$ cat src/udpck_pkg.sv
// Shared types and constants for the UDP/IPv4 length and checksum generator.
// Used by udpck_front, udpck_queue, udpck_back and udp_ipv4_checksum_fields.
// No dependencies.
package udpck_pkg;

    // Payload byte counter width, enough for the largest allowed payload
    localparam int CNT_W = 11;

    // Depth of the queue between front and back
    localparam int Q_DEPTH = 4;
    localparam int Q_PTR_W = 2;
    localparam int Q_CNT_W = 3;

    // Fixed IPv4 header words
    localparam logic [15:0] IP_VER_IHL_WORD = 16'h4500;
    localparam logic [15:0] IP_FLAGS_DF     = 16'h4000;
    localparam logic [15:0] IP_TTL_PROTO    = 16'h4011;
    localparam logic [15:0] UDP_PROTO_WORD  = 16'h0011;
    localparam logic [16:0] IP_FIXED_SUM    =
        {1'b0, IP_VER_IHL_WORD} + {1'b0, IP_FLAGS_DF} + {1'b0, IP_TTL_PROTO};

    // Header sizes added to the payload count
    localparam logic [15:0] IP_UDP_HDR_BYTES = 16'd28;
    localparam logic [15:0] UDP_HDR_BYTES    = 16'd8;

    localparam logic [15:0] WORD_ONES = 16'hffff;

    // Configuration register indexes
    typedef enum logic [1:0] {
        CFG_SOURCE_IP   = 2'd0,
        CFG_DEST_IP     = 2'd1,
        CFG_SOURCE_PORT = 2'd2,
        CFG_DEST_PORT   = 2'd3
    } cfg_idx_t;

    // Configuration values seen by the back end
    typedef struct packed {
        logic [31:0] source_ip;
        logic [31:0] dest_ip_addr;
        logic [15:0] source_port;
        logic [15:0] dest_port;
    } cfg_t;

    // One finished datagram as handed from front to back
    typedef struct packed {
        logic [CNT_W-1:0] count;
        logic             err;
        logic [15:0]      payload_sum;
    } rec_t;

    // First back-end stage: partial sums
    typedef struct packed {
        logic [17:0] ip_a;
        logic [16:0] ip_b;
        logic [17:0] udp_a;
        logic [18:0] udp_b;
        logic [15:0] ip_len;
        logic [15:0] udp_len;
        logic        err;
    } stage1_t;

    // Second back-end stage: full unfolded sums
    typedef struct packed {
        logic [18:0] ip_tot;
        logic [19:0] udp_tot;
        logic [15:0] ip_len;
        logic [15:0] udp_len;
        logic        err;
    } stage2_t;

    // Result transaction
    typedef struct packed {
        logic [15:0] ip_total_length;
        logic [15:0] ip_header_checksum;
        logic [15:0] udp_length;
        logic [15:0] udp_checksum;
        logic        length_error;
    } result_t;

endpackage

$ cat src/udpck_front.sv
// Front end: pairs payload bytes into words and keeps the running ones'-complement sum.
// On the last byte it emits one datagram record. Depends on udpck_pkg.
module udpck_front #(
    parameter int MaxPayload = 1472
) (
    input  logic                 clk,
    input  logic                 rst_n,
    input  logic                 accept,
    input  logic [7:0]           payload_byte,
    input  logic                 payload_last,
    output logic                 rec_valid,
    output udpck_pkg::rec_t      rec
);
    import udpck_pkg::*;

    localparam logic [CNT_W-1:0] MAX_CNT = CNT_W'(MaxPayload);

    logic [15:0]      sum_reg, sum_next, sum_upd;
    logic [7:0]       held_reg, held_next, held_upd;
    logic [CNT_W-1:0] cnt_reg, cnt_next, cnt_upd;
    logic             ovf_reg, ovf_next, ovf_upd;
    logic [16:0]      sum_add;

    // Per-byte update of the datagram state
    always_comb
    begin
        sum_add = {1'b0, sum_reg} + {1'b0, held_reg, payload_byte};
        sum_upd = sum_reg;
        held_upd = held_reg;
        cnt_upd = cnt_reg;
        ovf_upd = ovf_reg;
        if (cnt_reg >= MAX_CNT)
        begin
            ovf_upd = 1'b1;
        end
        else
        begin
            if (!cnt_reg[0])
            begin
                held_upd = payload_byte;
            end
            else
            begin
                // end-around carry
                sum_upd = sum_add[15:0] + {15'd0, sum_add[16]};
            end
            cnt_upd = cnt_reg + CNT_W'(1);
        end
    end

    // Clear on the last byte, otherwise keep the update
    always_comb
    begin
        sum_next = sum_reg;
        held_next = held_reg;
        cnt_next = cnt_reg;
        ovf_next = ovf_reg;
        if (accept)
        begin
            if (payload_last)
            begin
                sum_next = '0;
                held_next = '0;
                cnt_next = '0;
                ovf_next = 1'b0;
            end
            else
            begin
                sum_next = sum_upd;
                held_next = held_upd;
                cnt_next = cnt_upd;
                ovf_next = ovf_upd;
            end
        end
    end

    always_ff @(posedge clk or negedge rst_n)
    begin
        if (!rst_n)
        begin
            sum_reg <= '0;
            held_reg <= '0;
            cnt_reg <= '0;
            ovf_reg <= 1'b0;
        end
        else
        begin
            sum_reg <= sum_next;
            held_reg <= held_next;
            cnt_reg <= cnt_next;
            ovf_reg <= ovf_next;
        end
    end

    // Datagram record
    assign rec_valid = accept && payload_last;
    assign rec.count = cnt_upd;
    assign rec.err = ovf_upd || cnt_upd[0];
    assign rec.payload_sum = sum_upd;

    // Count saturates at the maximum payload
    a_cnt_bound: assert property (@(posedge clk) disable iff (!rst_n)
        cnt_reg <= MAX_CNT)
        else $error("byte count above maximum payload");

endmodule

$ cat src/udpck_queue.sv
// Short queue of datagram records between front and back.
// Depends on udpck_pkg.
module udpck_queue (
    input  logic            clk,
    input  logic            rst_n,
    input  logic            wr_en,
    input  udpck_pkg::rec_t wr_data,
    output logic            full,
    input  logic            rd_en,
    output logic            rd_valid,
    output udpck_pkg::rec_t rd_data
);
    import udpck_pkg::*;

    rec_t               mem [Q_DEPTH];
    logic [Q_PTR_W-1:0] wr_ptr_reg, wr_ptr_next;
    logic [Q_PTR_W-1:0] rd_ptr_reg, rd_ptr_next;
    logic [Q_CNT_W-1:0] cnt_reg, cnt_next;

    assign full = (cnt_reg == Q_CNT_W'(Q_DEPTH));
    assign rd_valid = (cnt_reg != '0);
    assign rd_data = mem[rd_ptr_reg];

    // Pointer and fill count
    always_comb
    begin
        wr_ptr_next = wr_ptr_reg;
        rd_ptr_next = rd_ptr_reg;
        cnt_next = cnt_reg;
        if (wr_en)
        begin
            wr_ptr_next = wr_ptr_reg + Q_PTR_W'(1);
        end
        if (rd_en)
        begin
            rd_ptr_next = rd_ptr_reg + Q_PTR_W'(1);
        end
        if (wr_en && !rd_en)
        begin
            cnt_next = cnt_reg + Q_CNT_W'(1);
        end
        else if (rd_en && !wr_en)
        begin
            cnt_next = cnt_reg - Q_CNT_W'(1);
        end
    end

    always_ff @(posedge clk or negedge rst_n)
    begin
        if (!rst_n)
        begin
            wr_ptr_reg <= '0;
            rd_ptr_reg <= '0;
            cnt_reg <= '0;
        end
        else
        begin
            wr_ptr_reg <= wr_ptr_next;
            rd_ptr_reg <= rd_ptr_next;
            cnt_reg <= cnt_next;
        end
    end

    // Storage
    always_ff @(posedge clk)
    begin
        if (wr_en)
        begin
            mem[wr_ptr_reg] <= wr_data;
        end
    end

    a_no_overrun: assert property (@(posedge clk) disable iff (!rst_n)
        !(wr_en && full))
        else $error("write into full queue");

    a_no_underrun: assert property (@(posedge clk) disable iff (!rst_n)
        !(rd_en && !rd_valid))
        else $error("read from empty queue");

endmodule

$ cat src/udpck_back.sv
// Back end: builds IPv4 and UDP header sums over three stalling stages.
// The last stage is the result register. Depends on udpck_pkg.
module udpck_back (
    input  logic               clk,
    input  logic               rst_n,
    input  udpck_pkg::cfg_t    cfg,
    input  logic               q_valid,
    input  udpck_pkg::rec_t    q_data,
    output logic               q_rd,
    output logic               res_valid,
    output udpck_pkg::result_t res,
    input  logic               res_pop
);
    import udpck_pkg::*;

    stage1_t s1_reg, s1_next;
    stage2_t s2_reg, s2_next;
    result_t s3_reg, s3_next;
    logic    v1_reg, v2_reg, v3_reg;
    logic    rdy1, rdy2, rdy3;
    logic    ld1, ld2, ld3;
    logic [15:0] ip_len, udp_len;
    logic [16:0] ip_f1, udp_f1;
    logic [15:0] ip_f2, udp_f2, ip_ck, udp_ck;

    // Stall chain
    assign rdy3 = !v3_reg || res_pop;
    assign rdy2 = !v2_reg || rdy3;
    assign rdy1 = !v1_reg || rdy2;
    assign q_rd = q_valid && rdy1;
    assign ld1 = rdy1;
    assign ld2 = rdy2;
    assign ld3 = rdy3;

    // Stage 1: lengths and partial sums
    always_comb
    begin
        ip_len = IP_UDP_HDR_BYTES + {5'd0, q_data.count};
        udp_len = UDP_HDR_BYTES + {5'd0, q_data.count};
        s1_next.ip_len = ip_len;
        s1_next.udp_len = udp_len;
        s1_next.err = q_data.err;
        s1_next.ip_a = {1'b0, IP_FIXED_SUM} + {2'd0, ip_len}
                     + {2'd0, cfg.source_ip[31:16]} + {2'd0, cfg.source_ip[15:0]};
        s1_next.ip_b = {1'b0, cfg.dest_ip_addr[31:16]} + {1'b0, cfg.dest_ip_addr[15:0]};
        s1_next.udp_a = {2'd0, cfg.source_ip[31:16]} + {2'd0, cfg.source_ip[15:0]}
                      + {2'd0, cfg.dest_ip_addr[31:16]} + {2'd0, cfg.dest_ip_addr[15:0]};
        s1_next.udp_b = {3'd0, UDP_PROTO_WORD} + {3'd0, udp_len} + {3'd0, udp_len}
                      + {3'd0, cfg.source_port} + {3'd0, cfg.dest_port}
                      + {3'd0, q_data.payload_sum};
    end

    // Stage 2: complete the sums
    always_comb
    begin
        s2_next.ip_tot = {1'b0, s1_reg.ip_a} + {2'd0, s1_reg.ip_b};
        s2_next.udp_tot = {2'd0, s1_reg.udp_a} + {1'b0, s1_reg.udp_b};
        s2_next.ip_len = s1_reg.ip_len;
        s2_next.udp_len = s1_reg.udp_len;
        s2_next.err = s1_reg.err;
    end

    // Stage 3: fold carries, complement, zero sent as all ones; both checksums zero on error
    always_comb
    begin
        ip_f1 = {1'b0, s2_reg.ip_tot[15:0]} + {14'd0, s2_reg.ip_tot[18:16]};
        udp_f1 = {1'b0, s2_reg.udp_tot[15:0]} + {13'd0, s2_reg.udp_tot[19:16]};
        ip_f2 = ip_f1[15:0] + {15'd0, ip_f1[16]};
        udp_f2 = udp_f1[15:0] + {15'd0, udp_f1[16]};
        ip_ck = (~ip_f2 == '0) ? WORD_ONES : ~ip_f2;
        udp_ck = (~udp_f2 == '0) ? WORD_ONES : ~udp_f2;
        s3_next.ip_total_length = s2_reg.ip_len;
        s3_next.udp_length = s2_reg.udp_len;
        s3_next.length_error = s2_reg.err;
        s3_next.ip_header_checksum = s2_reg.err ? 16'd0 : ip_ck;
        s3_next.udp_checksum = s2_reg.err ? 16'd0 : udp_ck;
    end

    // Stage valid bits
    always_ff @(posedge clk or negedge rst_n)
    begin
        if (!rst_n)
        begin
            v1_reg <= 1'b0;
            v2_reg <= 1'b0;
            v3_reg <= 1'b0;
        end
        else
        begin
            if (ld1)
            begin
                v1_reg <= q_valid;
            end
            if (ld2)
            begin
                v2_reg <= v1_reg;
            end
            if (ld3)
            begin
                v3_reg <= v2_reg;
            end
        end
    end

    // Stage payloads
    always_ff @(posedge clk)
    begin
        if (ld1)
        begin
            s1_reg <= s1_next;
        end
        if (ld2)
        begin
            s2_reg <= s2_next;
        end
        if (ld3)
        begin
            s3_reg <= s3_next;
        end
    end

    assign res_valid = v3_reg;
    assign res = s3_reg;

    a_err_zero: assert property (@(posedge clk) disable iff (!rst_n)
        (v3_reg && s3_reg.length_error) |->
            (s3_reg.ip_header_checksum == '0 && s3_reg.udp_checksum == '0))
        else $error("error result with nonzero checksum");

    a_ok_nonzero: assert property (@(posedge clk) disable iff (!rst_n)
        (v3_reg && !s3_reg.length_error) |->
            (s3_reg.ip_header_checksum != '0 && s3_reg.udp_checksum != '0))
        else $error("good result with zero checksum");

endmodule

$ cat src/udp_ipv4_checksum_fields.sv
// UDP/IPv4 length and checksum generator, top level: configuration registers and wiring.
// Depends on udpck_pkg, udpck_front, udpck_queue, udpck_back.
//
// Payload bytes are pushed one per cycle while full is low, with payload_last on the
// final byte of a datagram; each byte costs one 16-bit end-around-carry add in the
// front end, so the sustained rate is one byte per clock while full stays low.
// Finished datagrams wait in a four-entry queue and pass through a three-stage
// header-sum pipeline whose last stage is the result register; one result can be
// popped every cycle. full rises only when the queue holds four datagrams not yet
// taken by the pipeline. A payload that is odd in length or longer than MaxPayload
// gives length_error with both checksums zero. Configuration writes (cfg_ready is
// always high) should happen only while no datagram is in flight.
module udp_ipv4_checksum_fields #(
    parameter int MaxPayload = 1472
) (
    input  logic                  clk,
    input  logic                  rst_n,
    input  logic                  push,
    output logic                  full,
    input  logic [7:0]            payload_byte,
    input  logic                  payload_last,
    output logic                  empty,
    input  logic                  pop,
    output logic [15:0]           ip_total_length,
    output logic [15:0]           ip_header_checksum,
    output logic [15:0]           udp_length,
    output logic [15:0]           udp_checksum,
    output logic                  length_error,
    input  logic                  cfg_valid,
    output logic                  cfg_ready,
    input  udpck_pkg::cfg_idx_t   cfg_index,
    input  logic [31:0]           cfg_data
);
    import udpck_pkg::*;

    logic [31:0] sip_reg, dip_reg;
    logic [15:0] sport_reg, dport_reg;
    cfg_t        cfg;
    logic        accept;
    logic        rec_valid;
    rec_t        rec;
    logic        q_full, q_rd, q_valid;
    rec_t        q_data;
    logic        res_valid;
    result_t     res;

    assign cfg_ready = 1'b1;

    // Configuration registers
    always_ff @(posedge clk or negedge rst_n)
    begin
        if (!rst_n)
        begin
            sip_reg <= '0;
            dip_reg <= '0;
            sport_reg <= '0;
            dport_reg <= '0;
        end
        else if (cfg_valid && cfg_ready)
        begin
            unique case (cfg_index)
                CFG_SOURCE_IP:   sip_reg <= cfg_data;
                CFG_DEST_IP:     dip_reg <= cfg_data;
                CFG_SOURCE_PORT: sport_reg <= cfg_data[15:0];
                CFG_DEST_PORT:   dport_reg <= cfg_data[15:0];
                default:         sip_reg <= sip_reg;
            endcase
        end
    end

    assign cfg.source_ip = sip_reg;
    assign cfg.dest_ip_addr = dip_reg;
    assign cfg.source_port = sport_reg;
    assign cfg.dest_port = dport_reg;

    assign full = q_full;
    assign accept = push && !q_full;

    udpck_front #(
        .MaxPayload(MaxPayload)
    ) u_front (
        .clk(clk),
        .rst_n(rst_n),
        .accept(accept),
        .payload_byte(payload_byte),
        .payload_last(payload_last),
        .rec_valid(rec_valid),
        .rec(rec)
    );

    udpck_queue u_queue (
        .clk(clk),
        .rst_n(rst_n),
        .wr_en(rec_valid),
        .wr_data(rec),
        .full(q_full),
        .rd_en(q_rd),
        .rd_valid(q_valid),
        .rd_data(q_data)
    );

    udpck_back u_back (
        .clk(clk),
        .rst_n(rst_n),
        .cfg(cfg),
        .q_valid(q_valid),
        .q_data(q_data),
        .q_rd(q_rd),
        .res_valid(res_valid),
        .res(res),
        .res_pop(pop)
    );

    // Result ports
    assign empty = !res_valid;
    assign ip_total_length = res.ip_total_length;
    assign ip_header_checksum = res.ip_header_checksum;
    assign udp_length = res.udp_length;
    assign udp_checksum = res.udp_checksum;
    assign length_error = res.length_error;

endmodule
$ cat config.mk
export PLATFORM = sky130hd
export DESIGN_NAME = udp_ipv4_checksum_fields
export DESIGN_NICKNAME = d
export VERILOG_FILES = /design/src/udpck_pkg.sv /design/src/udpck_front.sv /design/src/udpck_queue.sv /design/src/udpck_back.sv /design/src/udp_ipv4_checksum_fields.sv
export SDC_FILE = /design/constraint.sdc
export NUM_CORES = 1
export LEC_CHECK = 0
export CORE_MARGIN = 1
export CORE_UTILIZATION = 50
export CTS_BUF_LIST = sky130_fd_sc_hd__clkbuf_8 sky130_fd_sc_hd__clkbuf_16
export CTS_CLUSTER_DIAMETER = 50
export CTS_CLUSTER_SIZE = 8
export DETAILED_ROUTE_END_ITERATION = 10
export DONT_BUFFER_PORTS = 1
export GPL_TIMING_DRIVEN = 0
export PLACE_DENSITY = 0.68
export REMOVE_ABC_BUFFERS = 1
export SETUP_SLACK_MARGIN = 0.5
export SLEW_MARGIN = 20
export SYNTH_ARGS = -nofsm -noshare
export SYNTH_HDL_FRONTEND = slang
export SYNTH_SLANG_ARGS = --single-unit
$ cat constraint.sdc
create_clock -name clk -period 7.2 [get_ports clk]
set_clock_uncertainty 0.05 [all_clocks]
set_input_delay 1.44 -clock clk [delete_from_list [all_inputs] [get_ports clk]]
set_output_delay 1.44 -clock clk [all_outputs]
set_load 0.03 [all_outputs]
==> results_dict.tcl <==
set metrics [dict create \
    finalCritPeriodShare_pct 89.5 \
    fmax_ghz 0.155 \
    clock-sinks 466 \
    timing.critical_path.to_type "flop" \
    antenna_found_initial 0 \
    cts_tree "yes" \
    die_x_um 234 \
    holdWs_ns 0.368 \
    dieArea_sq_um 54700 \
    wire_per_inst_um 19.1 \
    dr.pass1.iters 8 \
    grt.total_usage_pct 22.3 \
    vias 17100 \
    cap_viol_max_count 0 \
    cts_hold_buf 0 \
    die_h_um 234 \
    synthArstFlopShare_pct 30.5 \
    crit_chain "mux4_2, ha_1, xnor2_1, or3_1, or3_1, xnor2_1, fa_1, fa_1, inv_1, fa_1, inv_1, ha_1, a21o_1, a21oi_1, nand2_1, o21a_1, o41ai_4, a21oi_1, xor2_1" \
    clockBufferDepth 3 \
    initial_core_util_pct 50.9 \
    drc_errors 22 \
    synth_seq_cells 466 \
    cp_data_arrival_time_ns 6.80 \
    tns_ns 0 \
    setup.worst_path.start_class "flop" \
    grt_max_degree 143 \
    ff_latch_area_sq_um 13300 \
    routabilityCongestion 0.899 \
    area_growth_pct 13.0 \
    root_buffer "clkbuf_16" \
    synth_ff_type "edfxtp_1" \
    hpwlAfterDp_um 43700 \
    period_needed_ns 6.45 \
    violations "DRC" \
    clk_pin_slew_worst_paths_ns 0.05 \
    cp_common_cell "fa_1" \
    multi_input_area_sq_um 12400 \
    cpLargestDelayFamily "adder cells" \
    hold_path.class "flop to flop" \
    drive_above_1_share_pct 11.7 \
    synthTopCellsByCount "edfxtp_1, inv_1, nand2_1" \
    fill_cells 4265 \
    setup_viol 0 \
    drt-vias-per-instance 5.56 \
    cp_slowest_cell "dfrtp_4" \
    outcome "finished, violations left" \
    syn-cell-area_sq_um 26900 \
    critical_path_class "flop to flop" \
    rows 84 \
    drt_iter0_markers 929 \
    grt-ovfl-total 0 \
    grt_pass1_vias 17700 \
    cp.buffers_inverters 2 \
    relSlewSlack_pct 29.2 \
    cp_slowest_stage_delay_ns 0.72 \
    worstMarginPinSlew_ns 1.06 \
    path_max_fanout 29 \
    ys_seq_area_share_pct 49.4 \
    netlist_instances 2279 \
    numCtsBuffers 76 \
    h-tree-depth 3 \
    largest_reg_flops 112 \
    worstPathRequired_ns 7.55 \
    report.final.slew_viol_count 0 \
    synth_area_per_cell_sq_um 11.8 \
    yosysTopAreaCell "edfxtp_1" \
    core_area_sq_um 52900 \
    synth_edf_count 324 \
    drtAntennaViolNets 0 \
    synth.most_common_cell "edfxtp_1" \
    grt_first_pass_wirelength_um 94400 \
    rsz0062_at_grt "no" \
    port_buffers 0 \
    synth_top_area_share_pct 36.2 \
    synthTopCellsByArea "edfxtp_1, dfrtp_1, ha_1" \
    ys_warn_count 0 \
    hold_viol 0 \
    ios 116 \
    nets 2628 \
    drt-total-wl_um 59000 \
    netlist-cell-type-count 87 \
    clock_latency_ns 0.62 \
]
## final cells by class
class                           count  share of cell area (%)
Tap cell                          688                    2.83
Multi-Input combinational cell   1501                    40.9
Antenna cell                        4                  0.0329
Clock buffer                       80                    6.52
Sequential cell                   466                    43.7
Timing Repair Buffer               26                    1.25
Clock inverter                     56                    1.47
Inverter                          261                    3.25
## layout by cell type (no fill, tap or decap), types with 7 or more instances in the layout
cell type / n
edfxtp_1: 324
inv_1: 294
nand2_1: 175
ha_1: 167
dfrtp_1: 140
xnor2_1: 135
o21ai_0: 115
a21oi_1: 100
nor2_1: 85
fa_1: 80
clkbuf_16: 78
xor2_1: 69
mux2_2: 69
nor3_1: 40
a21o_1: 38
nand3_1: 35
a22o_1: 30
mux4_2: 28
and3_1: 22
nand4_1: 20
nor2b_1: 20
and2_1: 19
a31oi_1: 18
o31ai_1: 15
nor4_1: 13
nand2b_1: 13
o21a_1: 13
buf_4: 13
o21bai_1: 11
or2_2: 11
conb_1: 10
o211ai_1: 8
nand3b_1: 8
a41oi_1: 7
a21boi_0: 7
a211oi_1: 7
buf_16: 7
## kinds of logic after synthesis
| family | Yosys count | share of synthesized area, % |
|---|---|---|
| AND/OR/NAND/NOR | 512 | 9.63 |
| flip-flops | 466 | 49.4 |
| AO/OA/AOI/OAI | 427 | 10.4 |
| buffers and inverters | 320 | 4.76 |
| adder cells (fa/ha/maj) | 248 | 13.8 |
| XOR/XNOR | 204 | 6.64 |
| multiplexers | 100 | 5.35 |
| other | 2 | 0.0279 |
## path summary, 6_finish.rpt
check                                            from                 to  slack, ns  depth (start not counted)
worst max-delay path            u_queue.rd_ptr_reg[1]  u_back.s1_reg[50]       0.75                         19
worst min-delay path                u_back.s1_reg[20]  u_back.s2_reg[20]       0.37                          0
worst max register to register  u_queue.rd_ptr_reg[1]  u_back.s1_reg[50]       0.75                         19
worst min register to register      u_back.s1_reg[20]  u_back.s2_reg[20]       0.37                          0
max in group asynchronous                       rst_n        dip_reg[16]       6.34                          0
min in group asynchronous                       rst_n   u_back.res_valid       0.47                          0
## repair_timing
item | 4_1_cts | 5_1_grt
resized for setup | 6 | 2
cloned | 0 | 0
buffers inserted | 1 | 8
endpoints found under the setup margin | 6 | 4
hold endpoints to repair | 0 | 0
pin swaps | 1 | 1
## layer usage
metal  vias up  GRT usage, %  share of wire, %
met5         -             0                 0
li1       8258             -                 -
met4         0          6.74               2.4
met3        98          4.54               4.5
met1      8466          26.3                41
met2       320          40.8                53
## per-stage QoR
stage	setup slack [ns]	cells	util (%)	instance area [sq um]
final	0.753	3082	57.5	30400
after global routing	0.496	3078	57.4	30400
after CTS	0.589	3069	57.3	30300
after detailed placement	0.0885	2932	52.6	27800
after global placement	-0.880	2916	52.0	27500
after floorplan	0.384	2228	-	26600
Power is not shown: default switching activity piles up to over one toggle a cycle in this logic, so the estimate is an artifact.
